`src/hw/rtl/u8d_pkg.sv`:
```
// shared types and constants for the utf-8 stream decoder
package u8d_pkg;

	localparam int unsigned BYTE_W = 8;
	localparam int unsigned CP_W   = 21;

	// continuation counts of an open sequence
	localparam logic [1:0] CONT_NONE  = 2'd0;
	localparam logic [1:0] CONT_ONE   = 2'd1;
	localparam logic [1:0] CONT_TWO   = 2'd2;
	localparam logic [1:0] CONT_THREE = 2'd3;

	// lead and continuation byte masks and patterns
	localparam logic [7:0] MASK_TOP1 = 8'h80;
	localparam logic [7:0] MASK_TOP2 = 8'hC0;
	localparam logic [7:0] MASK_TOP3 = 8'hE0;
	localparam logic [7:0] MASK_TOP4 = 8'hF0;
	localparam logic [7:0] MASK_TOP5 = 8'hF8;
	localparam logic [7:0] PAT_CONT  = 8'h80;
	localparam logic [7:0] PAT_LEAD2 = 8'hC0;
	localparam logic [7:0] PAT_LEAD3 = 8'hE0;
	localparam logic [7:0] PAT_LEAD4 = 8'hF0;

	// code point limits
	localparam logic [CP_W-1:0] CP_MIN2        = 21'h000080;
	localparam logic [CP_W-1:0] CP_MIN3        = 21'h000800;
	localparam logic [CP_W-1:0] CP_SURR_LO     = 21'h00D800;
	localparam logic [CP_W-1:0] CP_SURR_END    = 21'h00E000;
	localparam logic [CP_W-1:0] CP_MIN4        = 21'h010000;
	localparam logic [CP_W-1:0] CP_LIMIT       = 21'h110000;
	localparam logic [CP_W-1:0] CP_REPLACEMENT = 21'h00FFFD;

	// byte held in the input register
	typedef struct packed {
		logic              valid;
		logic [BYTE_W-1:0] data;
	} byte_stage_t;

	// result handed to the output register
	typedef struct packed {
		logic            valid;
		logic [CP_W-1:0] code_point;
		logic            was_error;
	} cp_stage_t;

endpackage

```
`src/hw/rtl/u8d_byte_if.sv`:
```
// byte channel: valid, ready and one raw byte
interface u8d_byte_if;
	import u8d_pkg::*;

	logic              valid;
	logic              ready;
	logic [BYTE_W-1:0] in_byte;

	modport source (output valid, output in_byte, input ready);
	modport sink (input valid, input in_byte, output ready);
endinterface

```
`src/hw/rtl/u8d_cp_if.sv`:
```
// code point channel: valid, ready, code point and error flag
interface u8d_cp_if;
	import u8d_pkg::*;

	logic            valid;
	logic            ready;
	logic [CP_W-1:0] code_point;
	logic            was_error;

	modport source (output valid, output code_point, output was_error, input ready);
	modport sink (input valid, input code_point, input was_error, output ready);
endinterface

```
`src/hw/rtl/u8d_in_reg.sv`:
```
// input register: holds one accepted byte until the decoder takes it
module u8d_in_reg (
	input  logic                clk,
	input  logic                arst_n,
	u8d_byte_if.sink            bytes,
	input  logic                take,
	output u8d_pkg::byte_stage_t stage
);
	import u8d_pkg::*;

	logic              valid_s1;
	logic [BYTE_W-1:0] byte_s1;
	logic              load;

	// accept when empty or when the held byte moves on this cycle
	assign bytes.ready = !valid_s1 || take;
	assign load        = bytes.valid && bytes.ready;

	// control bit
	always_ff @(posedge clk or negedge arst_n) begin
		if (!arst_n) begin
			valid_s1 <= 1'b0;
		end else if (load) begin
			valid_s1 <= 1'b1;
		end else if (take) begin
			valid_s1 <= 1'b0;
		end
	end

	// payload
	always_ff @(posedge clk) begin
		if (load) begin
			byte_s1 <= bytes.in_byte;
		end
	end

	assign stage.valid = valid_s1;
	assign stage.data  = byte_s1;
endmodule

```
`src/hw/rtl/u8d_decode.sv`:
```
// sequence state and single-pass decode of the held byte
module u8d_decode (
	input  logic                 clk,
	input  logic                 arst_n,
	input  u8d_pkg::byte_stage_t stage,
	input  logic                 out_free,
	output logic                 take,
	output u8d_pkg::cp_stage_t   result
);
	import u8d_pkg::*;

	logic [1:0]        pending_q;
	logic [1:0]        seq_len_q;
	logic [CP_W-1:0]   partial_q;
	logic [1:0]        pending_n;
	logic [1:0]        seq_len_n;
	logic [CP_W-1:0]   partial_n;
	logic [CP_W-1:0]   acc;
	logic [BYTE_W-1:0] b;
	logic              emit;
	logic              value_ok;
	logic [CP_W-1:0]   cp_n;
	logic              err_n;

	assign b   = stage.data;
	assign acc = {partial_q[CP_W-7:0], b[5:0]};

	// range check of a finished sequence by its length
	always_comb begin
		case (seq_len_q)
			CONT_ONE:   value_ok = (acc >= CP_MIN2);
			CONT_TWO:   value_ok = (acc >= CP_MIN3) &&
				((acc < CP_SURR_LO) || (acc >= CP_SURR_END));
			CONT_THREE: value_ok = (acc >= CP_MIN4) && (acc < CP_LIMIT);
			default:    value_ok = (acc >= CP_MIN4) && (acc < CP_LIMIT);
		endcase
	end

	// next state and result for the held byte
	always_comb begin
		pending_n = pending_q;
		seq_len_n = seq_len_q;
		partial_n = partial_q;
		emit      = 1'b0;
		cp_n      = CP_REPLACEMENT;
		err_n     = 1'b1;
		if (pending_q == CONT_NONE) begin
			if ((b & MASK_TOP1) == '0) begin
				emit  = 1'b1;
				cp_n  = {{(CP_W-BYTE_W){1'b0}}, b};
				err_n = 1'b0;
			end else if ((b & MASK_TOP3) == PAT_LEAD2) begin
				partial_n = {{(CP_W-5){1'b0}}, b[4:0]};
				seq_len_n = CONT_ONE;
				pending_n = CONT_ONE;
			end else if ((b & MASK_TOP4) == PAT_LEAD3) begin
				partial_n = {{(CP_W-4){1'b0}}, b[3:0]};
				seq_len_n = CONT_TWO;
				pending_n = CONT_TWO;
			end else if ((b & MASK_TOP5) == PAT_LEAD4) begin
				partial_n = {{(CP_W-3){1'b0}}, b[2:0]};
				seq_len_n = CONT_THREE;
				pending_n = CONT_THREE;
			end else begin
				emit = 1'b1;
			end
		end else if ((b & MASK_TOP2) != PAT_CONT) begin
			// broken sequence: drop it and consume this byte
			pending_n = CONT_NONE;
			partial_n = '0;
			emit      = 1'b1;
		end else begin
			pending_n = pending_q - 2'd1;
			if (pending_n != CONT_NONE) begin
				partial_n = acc;
			end else begin
				partial_n = '0;
				emit      = 1'b1;
				if (value_ok) begin
					cp_n  = acc;
					err_n = 1'b0;
				end
			end
		end
	end

	// a byte moves on unless its result would hit a full output register
	assign take = stage.valid && (!emit || out_free);

	assign result.valid      = take && emit;
	assign result.code_point = cp_n;
	assign result.was_error  = err_n;

	// sequence state
	always_ff @(posedge clk or negedge arst_n) begin
		if (!arst_n) begin
			pending_q <= CONT_NONE;
			seq_len_q <= CONT_NONE;
			partial_q <= '0;
		end else if (take) begin
			pending_q <= pending_n;
			seq_len_q <= seq_len_n;
			partial_q <= partial_n;
		end
	end
endmodule

```
`src/hw/rtl/u8d_out_reg.sv`:
```
// result register: holds one code point until the receiver takes it
module u8d_out_reg (
	input  logic               clk,
	input  logic               arst_n,
	input  u8d_pkg::cp_stage_t result,
	output logic               out_free,
	u8d_cp_if.source           points
);
	import u8d_pkg::*;

	logic            valid_q;
	logic [CP_W-1:0] cp_q;
	logic            err_q;

	assign out_free = !valid_q || points.ready;

	// control bit
	always_ff @(posedge clk or negedge arst_n) begin
		if (!arst_n) begin
			valid_q <= 1'b0;
		end else if (result.valid) begin
			valid_q <= 1'b1;
		end else if (points.ready) begin
			valid_q <= 1'b0;
		end
	end

	// payload
	always_ff @(posedge clk) begin
		if (result.valid) begin
			cp_q  <= result.code_point;
			err_q <= result.was_error;
		end
	end

	assign points.valid      = valid_q;
	assign points.code_point = cp_q;
	assign points.was_error  = err_q;
endmodule

```
`src/hw/rtl/utf8_stream_decoder.sv`:
```
// UTF-8 stream decoder, one byte in per cycle, at most one code point out per byte
//
// bytes:  sink channel, one raw UTF-8 byte per item (valid/ready).
// points: source channel, one decoded code point and error flag per item.
// A byte accepted on bytes is held in the input register and decoded there
// against the sequence state; its code point (if any) is then stored in
// the result register and appears on points from there.
// While points does not stall, one byte is taken per cycle; the decode of
// the held byte and the sequence state update are one pass of shallow
// logic between the input register and the result register.
// Lead and middle continuation bytes give no item; ASCII, completed
// sequences and malformed input give one (0xFFFD with was_error on error).
// A sequence left unfinished simply stays open; there is no flush.
// Reset clears both registers' valid bits and the sequence state.
// When points stalls, the result register holds; a byte that gives no
// item still moves on, a byte that would give one waits in the input
// register, and bytes.ready drops once that register is full.
module utf8_stream_decoder (
	input  logic       clk,
	input  logic       arst_n,
	u8d_byte_if.sink   bytes,
	u8d_cp_if.source   points
);
	import u8d_pkg::*;

	byte_stage_t stage;
	cp_stage_t   result;
	logic        take;
	logic        out_free;

	u8d_in_reg u_in_reg (
		.clk    (clk),
		.arst_n (arst_n),
		.bytes  (bytes),
		.take   (take),
		.stage  (stage)
	);

	u8d_decode u_decode (
		.clk      (clk),
		.arst_n   (arst_n),
		.stage    (stage),
		.out_free (out_free),
		.take     (take),
		.result   (result)
	);

	u8d_out_reg u_out_reg (
		.clk      (clk),
		.arst_n   (arst_n),
		.result   (result),
		.out_free (out_free),
		.points   (points)
	);
endmodule
```
`src/flat_wrapper.sv`:
```
// flat-port wrapper written by rule: the top's interface ports become plain ports
module utf8_stream_decoder_flat import u8d_pkg::*;
  (clk, arst_n, bytes_valid, bytes_in_byte, bytes_ready, points_valid, points_code_point, points_was_error, points_ready);
  u8d_byte_if bytes_i ();
  u8d_cp_if points_i ();
  input  logic clk;
  input  logic arst_n;
  input wire logic [$bits(bytes_i.valid)-1:0] bytes_valid;
  input wire logic [$bits(bytes_i.in_byte)-1:0] bytes_in_byte;
  output wire logic [$bits(bytes_i.ready)-1:0] bytes_ready;
  output wire logic [$bits(points_i.valid)-1:0] points_valid;
  output wire logic [$bits(points_i.code_point)-1:0] points_code_point;
  output wire logic [$bits(points_i.was_error)-1:0] points_was_error;
  input wire logic [$bits(points_i.ready)-1:0] points_ready;
  assign bytes_i.valid = bytes_valid;
  assign bytes_i.in_byte = bytes_in_byte;
  assign bytes_ready = bytes_i.ready;
  assign points_valid = points_i.valid;
  assign points_code_point = points_i.code_point;
  assign points_was_error = points_i.was_error;
  assign points_i.ready = points_ready;
  utf8_stream_decoder u_core (.clk(clk), .arst_n(arst_n), .bytes(bytes_i), .points(points_i));
endmodule
```
`config.mk`:
```
export PLATFORM = sky130hd
export DESIGN_NAME = utf8_stream_decoder_flat
export DESIGN_NICKNAME = d
export VERILOG_FILES = /design/src/hw/rtl/u8d_pkg.sv /design/src/hw/rtl/u8d_byte_if.sv /design/src/hw/rtl/u8d_cp_if.sv /design/src/hw/rtl/u8d_in_reg.sv /design/src/hw/rtl/u8d_decode.sv /design/src/hw/rtl/u8d_out_reg.sv /design/src/hw/rtl/utf8_stream_decoder.sv /design/src/flat_wrapper.sv
export SDC_FILE = /design/constraint.sdc
export NUM_CORES = 1
export LEC_CHECK = 0
export BUFFER_PORTS_ARGS = -buffer_cell sky130_fd_sc_hd__buf_4
export CAP_MARGIN = 20
export CELL_PAD_IN_SITES_DETAIL_PLACEMENT = 0
export CELL_PAD_IN_SITES_GLOBAL_PLACEMENT = 2
export CORE_MARGIN = 2
export CORE_UTILIZATION = 25
export CTS_CLUSTER_DIAMETER = 120
export DETAILED_ROUTE_END_ITERATION = 6
export GPL_ROUTABILITY_DRIVEN = 1
export PLACE_DENSITY = 0.62
export SETUP_SLACK_MARGIN = 0.5
export SYNTH_ARGS = -nofsm -noshare
export SYNTH_HDL_FRONTEND = slang
export SYNTH_SLANG_ARGS = --single-unit
```
`constraint.sdc`:
```
create_clock -name clk -period 5.4 [get_ports clk]
set_input_delay 0.54 -clock clk [delete_from_list [all_inputs] [get_ports clk]]
set_output_delay 0.54 -clock clk [all_outputs]
set_load 0.005 [all_outputs]
```
==> out/results.ini <==
[floorplanning]
dieArea_sq_mm = 0.0103
die_y_um = 102
fp.dieW_um = 102
initial_core_util_pct = 25.7
rows = 35
core_sq_mm = 0.00924
io_pins = 36

[layout]
fin_cells = 362
layout-drive-gt1-share_pct = 24.5
final_nets = 248
antenna_cells = 0
synthToLayoutAreaGrowth_pct = 21.4

[cts]
post_cts_buffers = 0
clk_pin_slew_ps = 100
postCtsHoldBufs = 0
post_cts_resized = 0
h-tree-depth = 2
clkSinkCount = 51
clockBufferDepth = 2
cts_tree = done
cts_made_buffers = 5
root_buffer = clkbuf_8
clock_latency_ps = 310

[logic_synthesis]
synth_most_common_cell = edfxtp_1
syn_area_per_cell_sq_um = 12.1
netlist_area_sq_mm = 0.00238
synth_edf_count = 30
yosys.area.top_type = edfxtp_1
synth_cell_types = 44
ys_top_cells_by_count = edfxtp_1, dfrtp_1, inv_1
syn_inst = 196
ys_seq_area_share_pct = 60.0
synth_top_area_share_pct = 37.9
synthArstFlopShare_pct = 41.2
synthTopCellsByArea = edfxtp_1, dfrtp_1, mux2i_1
yosys_most_used_dff = edfxtp_1
synth-seq-cells = 51
yosysWarnings = 0
synth_nets = 212

[grt]
gr-total-overflow = 0
antenna_found_initial = 0
grt_pass1_wl_um = 8620
grt_start_max_net_pins = 22
grt_usage_pct = 10.9
grt_pass1_vias = 1636

[timing]
hold_slack_ps = 111
worst_slew_pin_slew_ps = 955
fin_crit_sh_pct = 54.3
rsz0062_at_grt = no
setup_viol = 0
setup_tns_ps = 0
slew_violations = 0
slew_headroom_pct = 36.3
hold_viol = 0
max_freq_ghz = 0.341
finClkSkew_ps = 9.24
period_minus_slack_ps = 2930

[hold_path]
min_path_type = in2async

[setup_path]
timing.critical_path.from = u_core.u_decode.pending_q[0]
worstPathRequired_ps = 4860
rr_startpoint = u_core.u_decode.pending_q[0]
worstReg2RegEnd = u_core.u_out_reg.points.code_point[2]
worstSetupPathType = reg2out
crit_path_end_kind = output pin
cp.arrival_ps = 2390
r2r_setup_slack_ps = 2500
path_max_fanout = 12
start_kind = register
r2r.worst_path.cells = 7

[place]
io_buffer_count = 35
dpl.hpwl_um = 3900
routabilityCongestion = 0.729
placedCellCount = 354

[power_and_ir_drop]
switching_power_mw = 0.569
p_comb_share_pct = 41.1
power_mw = 1.49
intPower_mw = 0.916
clock_power_share_pct = 18.2
seqPwrFrac_pct = 40.7
p_sw_share_pct = 38.3
p_leak_nw = 1.12
vdd_drop_max_mv = 0.153
power_per_cell_area_mw_per_mm2 = 515

[flow_run]
drv_cap = 0

[detailed_routing]
viasPerCell = 4.33
final_antenna_net_count = 0
drtPass1Iterations = 4
num_vias = 1566
wl_um = 5220
drc = 0
first_iter_violations = 98
routedWlPerCell_um = 14.4

[run_status]
outcome = complete, no violations

[final cells by class]
| cell class | count | area, sq um |
|---|---|---|
| inverters | 20 | 75.1 |
| repair buffers | 36 | 278 |
| multi-input cells | 118 | 833 |
| fillers | 964 | 6350 |
| clock inverters | 3 | 43.8 |
| clock buffers | 5 | 68.8 |
| flip-flops and latches | 51 | 1430 |
| well taps | 129 | 161 |
[worst max path at each step]
| stage | to | depth (start not counted) |
|---|---|---|
| final | bytes_ready | 6 |
| after global routing | u_core.u_out_reg.points.code_point[2] | 7 |
| after CTS | bytes_ready | 6 |
| after detailed placement | u_core.u_out_reg.points.code_point[17] | 7 |
| after global placement | u_core.u_out_reg.points.code_point[17] | 6 |
| after floorplan | u_core.u_out_reg.points.code_point[0] | 6 |
[cell usage in the layout (no fill, tap or decap), types with 4 or more instances in the layout]
cell type / Yosys / layout
nor2_1: 9 / 8
a22o_1: 4 / 4
and3_1: 6 / 6
edfxtp_1: 30 / 30
a21oi_1: 9 / 9
clkbuf_8: 0 / 5
o211ai_1: 6 / 6
inv_1: 19 / 19
nand3_1: 5 / 5
ha_1: 4 / 4
dfrtp_1: 21 / 21
buf_4: 1 / 35
nand2_1: 18 / 18
mux2i_1: 11 / 11
nand2b_1: 4 / 4
nor3_1: 6 / 6
[through the flow]
| stage | instance area (sq um) | worst slack (ps) | util [%] |
|---|---|---|---|
| finish | 2890 | 2470 | 31.2 |
| global route | 2890 | 2170 | 31.2 |
| CTS | 2890 | 2430 | 31.2 |
| detailed placement | 2770 | 2450 | 30.0 |
| global placement | 2760 | 2230 | 29.9 |
| floorplan | 2380 | 2740 | - |
[kinds of logic after synthesis]
kind of cell    count (synthesis)  share of synthesized area [%]
compound gates                 37                           12.3
fa+ha+maj                       4                           2.10
simple gates                   63                           14.5
mux                            14                           6.05
flops                          51                           60.0
buf+inv                        27                           5.10
[worst max-delay path, stage by stage, from the launching register on]
cell	delay, ps
dfrtp_1	410
inv_1	70
ha_1	430
clkinv_1	380
a31oi_2	400
o211ai_1	200
buf_4	190
[registers in the layout (all words and copies together) (netlist names)]
register / count
u_core.u_out_reg.points.valid: 1
u_core.u_out_reg.points.code_point: 21
u_core.u_decode.pending_q: 2
u_core.u_decode.seq_len_q: 2
u_core.u_in_reg.valid_s1: 1
u_core.u_out_reg.points.was_error: 1
u_core.u_in_reg.byte_s1: 8
u_core.u_decode.partial_q: 15
[metal layers]
layer  share of wire, %  global-route usage [%]  wire length [um]
met5                  0                       0                 0
met3                3.4                    2.42               177
met1                 48                    14.6              2500
met4                1.1                    2.81                55
met2                 48                    18.0              2480
[power by group through the flow]
| stage | sequential, mW | clock (mW) | combinational (mW) |
|---|---|---|---|
| after global routing | 0.619 | 0.295 | 0.689 |
| after detailed placement | 0.615 | 0 | 0.620 |
| final | 0.605 | 0.270 | 0.610 |
| after global placement | 0.616 | 0 | 0.610 |
| after floorplan | 0.599 | 0 | 0.438 |
| after CTS | 0.607 | 0.278 | 0.621 |
No activity file was read; power rests on OpenSTA's default activity.
